<file path="src/rtl/blm_pkg.sv">
// Battery level monitor: shared types, register map, fixed-point constants.
// No dependencies; imported by every module of the block.
package blm_pkg;

    localparam int unsigned ADC_W  = 10;
    localparam int unsigned TIME_W = 32;
    localparam int unsigned VOLT_W = 20;
    localparam int unsigned COEF_W = 17;
    localparam int unsigned IVL_W  = 16;
    localparam int unsigned PROD_W = VOLT_W + COEF_W;
    localparam int unsigned ADDR_W = 5;
    localparam int unsigned DATA_W = 32;
    localparam int unsigned CNT_W  = $clog2(TIME_W);

    // 5/1023*2.03 in Q16
    localparam logic [ADC_W-1:0]  SCALE_Q16  = ADC_W'(650);
    localparam logic [VOLT_W-1:0] NEAR_LIMIT = VOLT_W'(6553);
    localparam logic [COEF_W-1:0] GAIN_ONE   = COEF_W'(65536);
    localparam logic [PROD_W-1:0] ROUND_HALF = PROD_W'(32768);

    // hysteresis thresholds, Q4.16 volts
    localparam logic [VOLT_W-1:0] OK_TO_WARN_MAX    = VOLT_W'(501350);
    localparam logic [VOLT_W-1:0] WARN_TO_OK_MIN    = VOLT_W'(521012);
    localparam logic [VOLT_W-1:0] WARN_TO_DIS_BELOW = VOLT_W'(475136);
    localparam logic [VOLT_W-1:0] DIS_TO_WARN_MIN   = VOLT_W'(494797);

    // reset values of the register file
    localparam logic [COEF_W-1:0] NEAR_RST  = COEF_W'(6554);
    localparam logic [COEF_W-1:0] FAR_RST   = COEF_W'(32768);
    localparam logic [IVL_W-1:0]  IVL_RST   = IVL_W'(500);

    typedef enum logic [2:0] {
        REG_NEAR  = 3'd0,
        REG_FAR   = 3'd1,
        REG_BLINK = 3'd2,
        REG_IVL   = 3'd3,
        REG_START = 3'd4
    } t_reg_idx;

    typedef enum logic [1:0] {
        LV_OK   = 2'd0,
        LV_WARN = 2'd1,
        LV_DIS  = 2'd2
    } t_level;

    typedef enum logic [2:0] {
        ST_IDLE,
        ST_MUL,
        ST_UPD,
        ST_DIV,
        ST_OUT
    } t_state;

    typedef struct packed {
        logic [COEF_W-1:0] near_coef;
        logic [COEF_W-1:0] far_coef;
        logic              blink_en;
        logic [IVL_W-1:0]  blink_ivl;
        logic [TIME_W-1:0] start_time;
    } t_cfg;

    typedef struct packed {
        logic              start;
        logic [TIME_W-1:0] dividend;
        logic [IVL_W-1:0]  divisor;
    } t_div_req;

    typedef struct packed {
        logic busy;
        logic done;
        logic q_lsb;
    } t_div_stat;

endpackage

</file>
<file path="src/rtl/blm_regs.sv">
// Battery level monitor: APB-style configuration register file.
// Depends on blm_pkg.
module blm_regs
    import blm_pkg::*;
(
    input  logic              i_clk,
    input  logic              i_rst_n,
    input  logic              psel,
    input  logic              penable,
    input  logic              pwrite,
    input  logic [ADDR_W-1:0] paddr,
    input  logic [DATA_W-1:0] pwdata,
    output logic [DATA_W-1:0] prdata,
    output logic              pready,
    output t_cfg              o_cfg
);

    t_cfg        r_cfg;
    logic        wr_en;
    logic [2:0]  reg_idx;

    assign pready  = 1'b1;
    assign wr_en   = psel & penable & pwrite;
    assign reg_idx = paddr[4:2];
    assign o_cfg   = r_cfg;

    always_ff @(posedge i_clk) begin
        if (!i_rst_n) begin
            r_cfg.near_coef  <= NEAR_RST;
            r_cfg.far_coef   <= FAR_RST;
            r_cfg.blink_en   <= 1'b0;
            r_cfg.blink_ivl  <= IVL_RST;
            r_cfg.start_time <= '0;
        end else if (wr_en) begin
            unique case (reg_idx)
                REG_NEAR:  r_cfg.near_coef  <= pwdata[COEF_W-1:0];
                REG_FAR:   r_cfg.far_coef   <= pwdata[COEF_W-1:0];
                REG_BLINK: r_cfg.blink_en   <= pwdata[0];
                REG_IVL:   r_cfg.blink_ivl  <= pwdata[IVL_W-1:0];
                REG_START: r_cfg.start_time <= pwdata[TIME_W-1:0];
                default: ; // unmapped, ignored
            endcase
        end
    end

    always_comb begin
        unique case (reg_idx)
            REG_NEAR:  prdata = DATA_W'(r_cfg.near_coef);
            REG_FAR:   prdata = DATA_W'(r_cfg.far_coef);
            REG_BLINK: prdata = DATA_W'(r_cfg.blink_en);
            REG_IVL:   prdata = DATA_W'(r_cfg.blink_ivl);
            REG_START: prdata = DATA_W'(r_cfg.start_time);
            default:   prdata = '0;
        endcase
    end

endmodule

</file>
<file path="src/rtl/blm_div.sv">
// Battery level monitor: restoring divider, one quotient bit per cycle.
// Only the quotient LSB (blink phase parity) is kept. Depends on blm_pkg.
module blm_div
    import blm_pkg::*;
(
    input  logic      i_clk,
    input  logic      i_rst_n,
    input  t_div_req  i_req,
    output t_div_stat o_stat
);

    logic                r_busy;
    logic                r_done;
    logic                r_q0;
    logic [CNT_W-1:0]    r_cnt;
    logic [TIME_W-1:0]   r_dvd;
    logic [IVL_W-1:0]    r_dvs;
    logic [IVL_W-1:0]    r_rem;

    logic [IVL_W:0]      trial;
    logic [IVL_W:0]      diff;
    logic                ge;
    logic [IVL_W-1:0]    n_rem;

    always_comb begin
        trial = {r_rem, r_dvd[TIME_W-1]};
        diff  = trial - {1'b0, r_dvs};
        ge    = (trial >= {1'b0, r_dvs});
        n_rem = ge ? diff[IVL_W-1:0] : trial[IVL_W-1:0];
    end

    always_ff @(posedge i_clk) begin
        if (!i_rst_n) begin
            r_busy <= 1'b0;
            r_done <= 1'b0;
            r_cnt  <= '0;
        end else if (i_req.start) begin
            r_busy <= 1'b1;
            r_done <= 1'b0;
            r_cnt  <= '0;
        end else if (r_busy) begin
            r_cnt <= r_cnt + 1'b1;
            if (r_cnt == CNT_W'(TIME_W - 1)) begin
                r_busy <= 1'b0;
                r_done <= 1'b1;
            end
        end
    end

    always_ff @(posedge i_clk) begin
        if (i_req.start) begin
            r_dvd <= i_req.dividend;
            r_dvs <= i_req.divisor;
            r_rem <= '0;
        end else if (r_busy) begin
            r_dvd <= {r_dvd[TIME_W-2:0], 1'b0};
            r_rem <= n_rem;
            r_q0  <= ge;
        end
    end

    assign o_stat.busy  = r_busy;
    assign o_stat.done  = r_done;
    assign o_stat.q_lsb = r_q0;

endmodule

</file>
<file path="src/rtl/battery_level_monitor_core.sv">
// Battery level monitor top level: sequencer, two-speed smoothing filter,
// hysteresis machine and LED drive. Depends on blm_pkg, blm_regs, blm_div.
//
//  channel | direction | handshake                | payload
//  --------+-----------+--------------------------+------------------------------------
//  in      | request   | i_in_valid / o_in_ready  | i_adc_sample, i_time_ms
//  out     | result    | o_out_valid / i_out_ready| o_*_led, o_battery_usable/state,
//          |           |                          | o_filtered_voltage
//  cfg     | APB write | psel/penable/pwrite      | paddr, pwdata, prdata (pready = 1)
//
// Each request passes the sequencer states multiply, update, divide and output;
// the divide state waits for the 32-step serial divider that works out the
// blink phase, with the filter multiply and update running alongside it.
// o_in_ready is high only while the sequencer idles; one request at a time.
// The result sits in an output register, so a new request is taken while a
// result still waits; a stalled output holds the sequencer in its last step.
// Reset (synchronous, active low) clears the estimate to 0 V, the level to ok
// and loads the register defaults.
module battery_level_monitor_core
    import blm_pkg::*;
(
    input  logic              i_clk,
    input  logic              i_rst_n,
    // request channel
    input  logic              i_in_valid,
    output logic              o_in_ready,
    input  logic [ADC_W-1:0]  i_adc_sample,
    input  logic [TIME_W-1:0] i_time_ms,
    // result channel
    output logic              o_out_valid,
    input  logic              i_out_ready,
    output logic              o_green_led,
    output logic              o_yellow_led,
    output logic              o_red_led,
    output logic              o_battery_usable,
    output logic [1:0]        o_battery_state,
    output logic [VOLT_W-1:0] o_filtered_voltage,
    // configuration port
    input  logic              psel,
    input  logic              penable,
    input  logic              pwrite,
    input  logic [ADDR_W-1:0] paddr,
    input  logic [DATA_W-1:0] pwdata,
    output logic [DATA_W-1:0] prdata,
    output logic              pready
);

    t_cfg       cfg;
    t_div_req   div_req;
    t_div_stat  div_stat;

    t_state     r_state;
    t_state     n_state;

    // datapath registers
    logic [VOLT_W-1:0] r_target;
    logic [VOLT_W-1:0] r_est;
    logic [PROD_W-1:0] r_prod;
    logic              r_rising;
    t_level            r_level;

    // output register
    logic              r_out_valid;
    logic              r_green;
    logic              r_yellow;
    logic              r_red;
    logic              r_usable;
    t_level            r_st_out;
    logic [VOLT_W-1:0] r_volt_out;

    // sequencer strobes
    logic in_acc;
    logic out_free;
    logic do_mul;
    logic do_upd;
    logic do_out;

    // combinational datapath
    logic              rising;
    logic [VOLT_W-1:0] mag;
    logic [COEF_W-1:0] k_sel;
    logic [COEF_W-1:0] k;
    logic [VOLT_W-1:0] delta;
    logic [IVL_W-1:0]  ivl;
    t_level            lvl_new;
    logic              lit;

    blm_regs u_regs (
        .i_clk   (i_clk),
        .i_rst_n (i_rst_n),
        .psel    (psel),
        .penable (penable),
        .pwrite  (pwrite),
        .paddr   (paddr),
        .pwdata  (pwdata),
        .prdata  (prdata),
        .pready  (pready),
        .o_cfg   (cfg)
    );

    // blink phase: (time - start) / interval, interval of 0 acts as 1
    assign ivl              = (cfg.blink_ivl == '0) ? IVL_W'(1) : cfg.blink_ivl;
    assign div_req.start    = in_acc;
    assign div_req.dividend = i_time_ms - cfg.start_time;
    assign div_req.divisor  = ivl;

    blm_div u_div (
        .i_clk   (i_clk),
        .i_rst_n (i_rst_n),
        .i_req   (div_req),
        .o_stat  (div_stat)
    );

    assign in_acc   = i_in_valid & o_in_ready;
    assign out_free = ~r_out_valid | i_out_ready;

    // ---- sequencer: next state ----
    always_comb begin
        n_state = r_state;
        unique case (r_state)
            ST_IDLE: if (i_in_valid)    n_state = ST_MUL;
            ST_MUL:                     n_state = ST_UPD;
            ST_UPD:                     n_state = ST_DIV;
            ST_DIV:  if (div_stat.done) n_state = ST_OUT;
            ST_OUT:  if (out_free)      n_state = ST_IDLE;
            default:                    n_state = ST_IDLE;
        endcase
    end

    // ---- sequencer: strobes ----
    always_comb begin
        o_in_ready = 1'b0;
        do_mul     = 1'b0;
        do_upd     = 1'b0;
        do_out     = 1'b0;
        unique case (r_state)
            ST_IDLE: o_in_ready = 1'b1;
            ST_MUL:  do_mul     = 1'b1;
            ST_UPD:  do_upd     = 1'b1;
            ST_DIV:  ;
            ST_OUT:  do_out     = out_free;
            default: ;
        endcase
    end

    always_ff @(posedge i_clk) begin
        if (!i_rst_n) begin
            r_state <= ST_IDLE;
        end else begin
            r_state <= n_state;
        end
    end

    // ---- filter: step size, gain choice, clamp at unity ----
    always_comb begin
        rising = (r_target >= r_est);
        mag    = rising ? (r_target - r_est) : (r_est - r_target);
        k_sel  = (mag <= NEAR_LIMIT) ? cfg.near_coef : cfg.far_coef;
        k      = (k_sel > GAIN_ONE) ? GAIN_ONE : k_sel;
        // rounded |d|*k/2^16 never exceeds |d|, so 20 bits hold it
        delta  = r_prod[16 +: VOLT_W];
    end

    // ---- hysteresis, checks applied in order ----
    always_comb begin
        lvl_new = r_level;
        if (lvl_new == LV_OK   && r_est <= OK_TO_WARN_MAX)   lvl_new = LV_WARN;
        if (lvl_new == LV_WARN && r_est >= WARN_TO_OK_MIN)   lvl_new = LV_OK;
        if (lvl_new == LV_WARN && r_est <  WARN_TO_DIS_BELOW) lvl_new = LV_DIS;
        if (lvl_new == LV_DIS  && r_est >= DIS_TO_WARN_MIN)  lvl_new = LV_WARN;
        lit = ~cfg.blink_en | ~div_stat.q_lsb;
    end

    // state registers
    always_ff @(posedge i_clk) begin
        if (!i_rst_n) begin
            r_est   <= '0;
            r_level <= LV_OK;
        end else begin
            if (do_upd) begin
                r_est <= r_rising ? (r_est + delta) : (r_est - delta);
            end
            if (do_out) begin
                r_level <= lvl_new;
            end
        end
    end

    // payload registers
    always_ff @(posedge i_clk) begin
        if (in_acc) begin
            r_target <= VOLT_W'(i_adc_sample) * VOLT_W'(SCALE_Q16);
        end
        if (do_mul) begin
            r_prod   <= PROD_W'(mag) * PROD_W'(k) + ROUND_HALF;
            r_rising <= rising;
        end
        if (do_out) begin
            r_green    <= (lvl_new == LV_OK)   & lit;
            r_yellow   <= (lvl_new == LV_WARN) & lit;
            r_red      <= (lvl_new == LV_DIS)  & lit;
            r_usable   <= (lvl_new != LV_DIS);
            r_st_out   <= lvl_new;
            r_volt_out <= r_est;
        end
    end

    always_ff @(posedge i_clk) begin
        if (!i_rst_n) begin
            r_out_valid <= 1'b0;
        end else if (do_out) begin
            r_out_valid <= 1'b1;
        end else if (i_out_ready) begin
            r_out_valid <= 1'b0;
        end
    end

    assign o_out_valid        = r_out_valid;
    assign o_green_led        = r_green;
    assign o_yellow_led       = r_yellow;
    assign o_red_led          = r_red;
    assign o_battery_usable   = r_usable;
    assign o_battery_state    = r_st_out;
    assign o_filtered_voltage = r_volt_out;

endmodule

</file>
<file path="config.mk">
export PLATFORM = sky130hd
export DESIGN_NAME = battery_level_monitor_core
export DESIGN_NICKNAME = d
export VERILOG_FILES = /design/src/rtl/blm_pkg.sv /design/src/rtl/blm_regs.sv /design/src/rtl/blm_div.sv /design/src/rtl/battery_level_monitor_core.sv
export SDC_FILE = /design/constraint.sdc
export NUM_CORES = 2
export LEC_CHECK = 0
export BUFFER_PORTS_ARGS = -buffer_cell sky130_fd_sc_hd__buf_2
export CORE_UTILIZATION = 50
export CTS_CLUSTER_SIZE = 20
export DETAILED_ROUTE_END_ITERATION = 10
export PLACE_DENSITY = 0.67
export SLEW_MARGIN = 40
export SYNTH_ARGS = -nofsm -noshare
export SYNTH_HDL_FRONTEND = slang
export SYNTH_SLANG_ARGS = --single-unit
export TNS_END_PERCENT = 1
</file>
<file path="constraint.sdc">
create_clock -name i_clk -period 29.2 [get_ports i_clk]
set_input_delay 1.46 -clock i_clk [delete_from_list [all_inputs] [get_ports i_clk]]
set_output_delay 1.46 -clock i_clk [all_outputs]
set_load 0.05 [all_outputs]
</file>
* Word level (Yosys, flattened, before mapping)
Index checks and enable logic that the tools add are counted.
** Word-level totals
- Input port bits :: 86
- Memories kept :: 0
- Latch bits :: 0
- Register bits :: 263
- ROM bits :: 0
- RAM bits :: 0
- Output and inout bits :: 61
** Operators by class
- Order comparisons :: 8
- Div/mod/pow operators :: 0
- Bitwise operators :: 13
- Mux-type cells :: 25
- $mul :: 2
- Add/subtract/negate cells :: 8
- Equality and inequality tests :: 18
- Reduce and logical (&&, ||, !) cells :: 20
- Shift-type cells :: 0
** Operators with widths (count)
- $pmux W32 S5 :: 1
- $mux W32 :: 2
- $sub A20 B20 Y20 :: 3
- $ge A20 B19 Y1 const B :: 2
- $mux W20 :: 2
- $add A36 B16 Y36 const B :: 1
- $mul A20 B17 Y36 :: 1
- $mux W17 :: 2
- $sub A32 B32 Y32 :: 1
- $add A20 B20 Y20 :: 1
- $ge A20 B20 Y1 :: 1
- $le A20 B13 Y1 const B :: 1
- $le A20 B19 Y1 const B :: 1
- $lt A20 B19 Y1 const B :: 1
- $mul A10 B9 Y19 const B :: 1
- $ge A17 B16 Y1 :: 1
- $gt A17 B17 Y1 const B :: 1
- $logic_not A16 Y1 :: 1
- $mux W16 :: 1
- $sub A16 B16 Y16 :: 1
- $pmux W3 S5 :: 1
- $reduce_and A2 Y1 :: 7
- $eq A3 B2 Y1 const B :: 4
- $mux W1 :: 9
- other kinds (19) :: 47

* Depth between registers and ports, before layout
- Depth after elaboration :: 14
- Gate-level depth with buffers :: 43

* Cells and area by module
From an unflattened synthesis, not the netlist that was laid out.
** Unflattened totals
- Cell total of the unflattened synthesis :: 3108
- Area, all modules :: 27938.0 um^2
** By module, submodules not included
- battery_level_monitor_core :: cells an instance 2376, times used 1, area an instance 20380.8 um^2, sequential area each 2502.4 um^2
- blm_regs :: cells an instance 427, times used 1, area an instance 3836.2 um^2, sequential area each 1661.6 um^2
- blm_div :: cells an instance 305, times used 1, area an instance 3721.1 um^2, sequential area each 1931.9 um^2

* Worst setup path before layout
OpenSTA, ideal clock, no wires.
- Path type :: register -> register
- From :: register r_est[0]
- To :: register r_prod[34] (data pin)
- Data required time :: 28938 ps
- Slack :: 19298 ps
- Library setup time :: 262 ps
- Stages on the path, launching flop included :: 41
- Clock period less this slack :: 9902 ps
- Buffers on the path :: 5
- Data arrival time :: 9641 ps
- Cell sequence :: dfxtp_1 -> clkbuf_1 -> clkinv_1 -> fa_1 -> a211oi_1 -> o31a_2 -> nor2_2 -> o31a_1 -> buf_6 -> nor2_8 -> inv_8 -> mux2_4 -> a211oi_1 -> a211oi_1 -> o2111ai_4 -> mux2_2 -> clkbuf_1 -> nor2_1 -> [5 not listed] -> fa_1 -> fa_1 -> fa_1 -> inv_1 -> fa_1 -> inv_1 -> ha_1 -> clkbuf_1 -> a21o_1 -> a21o_1 -> a21oi_1 -> o21ai_0 -> nand2_1 -> o21ai_0 -> a31o_2 -> a211oi_4 -> o21ai_1 -> xor2_1
** Between the ends
- Longest elaborated chain between the ends :: 8
- Elaborated cells on any way between the ends :: 10
- Classes of those cells :: add/sub: 3; mul: 1; order compare: 3; mux: 3
** RTL lines
- from (decl) :: line battery_level_monitor_core.sv:57 : logic [VOLT_W-1:0] r_est;
- from (signal assigned) :: line battery_level_monitor_core.sv:181 : r_est <= r_rising ? (r_est + delta) : (r_est - delta);
- $ge A20 B20 Y1 (*) :: line battery_level_monitor_core.sv:156 : rising = (r_target >= r_est);
- net rising :: line battery_level_monitor_core.sv:79 : logic rising;
- $mux W20 (*) :: line battery_level_monitor_core.sv:157 : mag = rising ? (r_target - r_est) : (r_est - r_target);
- $le A20 B13 Y1 :: line battery_level_monitor_core.sv:158 : k_sel = (mag <= NEAR_LIMIT) ? cfg.near_coef : cfg.far_coef;
- $mux W17 :: line battery_level_monitor_core.sv:158
- $gt A17 B17 Y1 :: line battery_level_monitor_core.sv:159 : k = (k_sel > GAIN_ONE) ? GAIN_ONE : k_sel;
- $mux W17 :: line battery_level_monitor_core.sv:159
- $mul A20 B17 Y36 (*) :: line battery_level_monitor_core.sv:195 : r_prod <= PROD_W'(mag) * PROD_W'(k) + ROUND_HALF;
- $add A36 B16 Y36 (*) :: line battery_level_monitor_core.sv:195
- to (signal assigned) :: line battery_level_monitor_core.sv:195
- to (decl) :: line battery_level_monitor_core.sv:58 : logic [PROD_W-1:0] r_prod;
Mark *: on every way through the listed nets, which the timed path passes. The rest lies on a longest branch.
A chain may end at the register's enable or synchronous reset.

* Worst setup path in the final report
- From :: register r_est[0]
- To :: register r_prod[27] (data pin)
** Between the ends
- Longest elaborated chain between the ends :: 8
- Elaborated cells on any way between the ends :: 10
- Classes of those cells :: add/sub: 3; mul: 1; order compare: 3; mux: 3
** RTL lines (line)
- $sub A20 B20 Y20 or $ge A20 B20 Y1 (tied branches) :: battery_level_monitor_core.sv:157, battery_level_monitor_core.sv:156
- $mux W20 (*) :: battery_level_monitor_core.sv:157
- $le A20 B13 Y1 :: battery_level_monitor_core.sv:158
- $mux W17 :: battery_level_monitor_core.sv:158
- $gt A17 B17 Y1 :: battery_level_monitor_core.sv:159
- $mux W17 :: battery_level_monitor_core.sv:159
- $mul A20 B17 Y36 (*) :: battery_level_monitor_core.sv:195
- $add A36 B16 Y36 (*) :: battery_level_monitor_core.sv:195
Every way passes the cells marked *; elsewhere a longest branch is shown, timed or not.

==> summary.txt <==
Routing
  – DRT iter0 DRCs: 1,456
  – Routed WL: approximately 75,000 um
  – Avg Vias per Cell: 5.65
  – DRC: 0
  – Routed len/inst: between 15 and 20 um
  – ANT nets after route: 0
  – Via count: about 22,000
  – Pre-Repair DR Iteration Count: 6

Logic synthesis
  – Synth top area share: 20.6%
  – Async SR Flop Fraction: 0%
  – Synth top area cells: fa_1 (21%), edfxtp_1 (13%), ha_1 (12%)
  – Commonest cells in the netlist: inv_1 (489), nand2_1 (468), fa_1 (282)
  – Synth cell types: 90
  – YS warnings: 0
  – Seq/Total Area, Yosys: between 20 and 25%
  – Synthesized Nets: approximately 3,800
  – Post-Syn Area: 27,400 sq um
  – Number of synthesized flops with an enable pin: approximately 120
  – Synthesized flop and latch total: around 250
  – Synth area leader: fa_1
  – Cells after synthesis: around 3,200
  – Synth Flop Type: dfxtp_1
  – Post-synthesis average cell area: approximately 8.6 sq um
  – Most frequent cell after synthesis: inv_1

Clocking
  – Root Buffer: clkbuf_16
  – # hold bufs at CTS: 0
  – H-tree Lvls: 1
  – Clock transition at path regs: ~60 ps
  – Clock sinks: about 250
  – Clock latency at the later pin of the worst-skew pair: 570 ps
  – CTS tree: done
  – Maximum clock path buffer count: 3
  – Post-CTS Resized: 0
  – CTS Buf Count: 27
  – Post-CTS Setup Repair Bufs: 0

Min path
  – Class of the worst hold path: reg2reg
  – Worst hold start: u_div.r_rem[15]$_SDFFE_PP0P_
  – Hold Path Cell Cnt: 2
  – Hold Crit Endpoint: u_div.r_rem[15]$_SDFFE_PP0P_

Pwr
  – Switching share of total power: a little under half
  – Logic gate share of total power: between 50% and 60%
  – Internal power: ~1 mW
  – Clk network pwr share: approximately 18%
  – Leakage: around 14 nW
  – Sequential power share: a little under a quarter
  – Sw power: 0.934 mW
  – VDD IR-drop max: between 0.07 and 0.08 mV
  – Pwr dens: 65.3 nW/um^2

Setup path
  – Worst Setup End Kind: register
  – Crit path DAT: 12,250 ps
  – Most used cell, CP: fa_1
  – Worst R2R End: r_prod[27]$_DFFE_PP_
  – Slowest-stage cell, CP: nor2_2
  – Reg2Reg Depth: 35
  – Reg2reg setup slack: around 17,000 ps
  – R2R Path Start: r_est[0]$_SDFFE_PN0N_
  – Worst path required time: about 30,000 ps
  – CP max FO: 20
  – Kind of critical path: reg2reg
  – Worst Setup Start Kind: register
  – CP max stage delay: around 660 ps

Finish
  – Proportion of layout cells with a drive suffix above 1: under 10%
  – Final cell count without fillers: 3,967
  – Fillers: ~5,000
  – P&R area growth vs syn: 8.54%
  – Nets: about 3,900

STA
  – Max Clock Skew: between 20 and 25 ps
  – Fmax: 84.0 MHz
  – Slew headroom: between 40% and 50%
  – Tcrit/Tclk final: between 40 and 50%
  – RSZ-0062 raised after global routing: no
  – Final setup viols: 0
  – Fin. max-slew vios: 0
  – Setup TNS: 0 ps
  – Final min period: between 10,000 and 15,000 ps
  – Endpoints failing hold: 0
  – Worst Tran Pin Value: a little under 900 ps
  – Fin Hold WS: 470 ps

Status
  – Status: completed

Global route
  – Initial antenna violation count: 2
  – GRT Overall Usage: roughly 27%
  – Largest net degree at the start of global routing: 112
  – First-pass GRT wire length: ~120,000 um
  – Grt ovf: 0
  – Vias in the first global route: about 23,000

Placement
  – Port buffer count: around 140
  – Final RePlAce weighted congestion: around 0.94
  – DP HPWL: roughly 60,000 um
  – Placed insts: approximately 4,000

Floorplanning
  – Die extent in y: 236 um
  – DIE AREA: about 56,000 sq um
  – Initial Utilization: 50.8%
  – Row cnt: 85
  – Die X: 236 um
  – Top Ports: ~150
  – Core area: ~54,000 sq um

Run
  – Max-cap viol count: 0
==> how the worst max path moves through the flow <==
stage / end / slack, ps / start / cells past startpoint
CTS: r_prod[26]$_DFFE_PP_ / 17450 / r_est[0]$_SDFFE_PN0N_ / 35
global route: r_prod[26]$_DFFE_PP_ / 16820 / r_est[0]$_SDFFE_PN0N_ / 35
global placement: r_prod[29]$_DFFE_PP_ / 17210 / r_est[0]$_SDFFE_PN0N_ / 34
finish: r_prod[27]$_DFFE_PP_ / 17300 / r_est[0]$_SDFFE_PN0N_ / 35
detailed placement: r_prod[26]$_DFFE_PP_ / 17490 / r_est[0]$_SDFFE_PN0N_ / 35
floorplan: r_prod[34]$_DFFE_PP_ / 19300 / r_est[0]$_SDFFE_PN0N_ / 40
==> cell families after synthesis <==
group                    count (synthesis)  share of synthesized area (%)
adder cells (fa/ha/maj)                553                           32.9
multiplexers                            56                           2.08
AND/OR/NAND/NOR                       1022                           16.6
XOR/XNOR                               125                           4.08
AO/OA/AOI/OAI                          547                           13.2
flip-flops                             247                           22.2
other                                    1                         0.0137
buffers and inverters                  632                           8.82
==> power groups by stage <==
stage               Sequential (mW)  Combinational, mW  Clock (mW)
finish                        0.451               1.15       0.351
global route                  0.455               1.26       0.370
CTS                           0.451               1.14       0.356
detailed placement            0.458               1.13           0
global placement              0.457               1.09           0
floorplan                     0.444              0.782           0
==> cell type report <==
| type | instances | area, sq um | area share [%] |
|---|---|---|---|
| diodes | 1 | 2.50 | 0.00840 |
| clock buffers | 38 | 810 | 2.72 |
| clock inverters | 12 | 93.8 | 0.315 |
| inverters | 492 | 1850 | 6.22 |
| multi-input cells | 2304 | 19100 | 64.0 |
| flip-flops and latches | 247 | 6100 | 20.5 |
| well taps | 696 | 871 | 2.92 |
| repair buffers | 177 | 996 | 3.34 |
==> registers in the layout (all words and copies together) (netlist names), 2 cells and up <==
| signal | cells |
|---|---|
| u_div.r_dvd | 32 |
| u_div.r_rem | 16 |
| o_filtered_voltage | 20 |
| u_div.r_cnt | 5 |
| u_regs.o_cfg | 83 |
| u_div.r_dvs | 16 |
| r_target | 19 |
| r_state | 3 |
| r_est | 20 |
| r_level | 2 |
| r_prod | 20 |
| o_battery_state | 2 |
==> routing by layer <==
| metal | vias up | wire (um) | track usage [%] |
|---|---|---|---|
| met4 | 0 | 3370 | 11.1 |
| li1 | 10500 | - | - |
| met2 | 711 | 36800 | 47.2 |
| met3 | 197 | 4340 | 3.37 |
| met1 | 11000 | 30500 | 34.1 |
| met5 | - | 0 | 0 |
==> stage by stage <==
| step | setup slack, ps | instance area (sq um) | util (%) | power [mW] |
|---|---|---|---|---|
| 2_1_floorplan | 19300 | 27400 | - | 1.23 |
| 3_3_place_gp | 17210 | 28800 | 53.2 | 1.55 |
| 3_5_place_dp | 17490 | 28900 | 53.5 | 1.59 |
| 4_1_cts | 17450 | 29800 | 55.1 | 1.94 |
| 5_1_grt | 16820 | 29800 | 55.1 | 2.09 |
| 6_report | 17300 | 29800 | 55.1 | 1.95 |
==> critical path: cells and delay by family, from the launching register on <==
family          cells  cell delay [ps]
flops               1              310
fa+ha+maj           8             4060
compound gates     12             3190
buf+inv             6             1100
xor+xnor            1              300
simple gates        7             2130
mux                 1              530
==> cell usage in the layout (no fill, tap or decap), types with 29 or more instances in the layout <==
cell / synthesis / final
fa_1: 282 / 282
mux2i_1: 50 / 48
o21ai_0: 127 / 126
inv_1: 489 / 488
nand2_1: 468 / 467
ha_1: 271 / 271
a21boi_0: 86 / 86
buf_4: 3 / 30
clkbuf_16: 0 / 29
nand3_1: 49 / 49
xor2_1: 55 / 54
a21o_1: 57 / 57
xnor2_1: 68 / 65
nand2b_1: 32 / 32
buf_2: 17 / 144
dfxtp_1: 132 / 132
edfxtp_1: 115 / 115
nor2_1: 254 / 250
a21oi_1: 114 / 113
nor3_1: 32 / 32
and2_1: 59 / 59
Note: power is estimated with default switching activity, not from simulation.
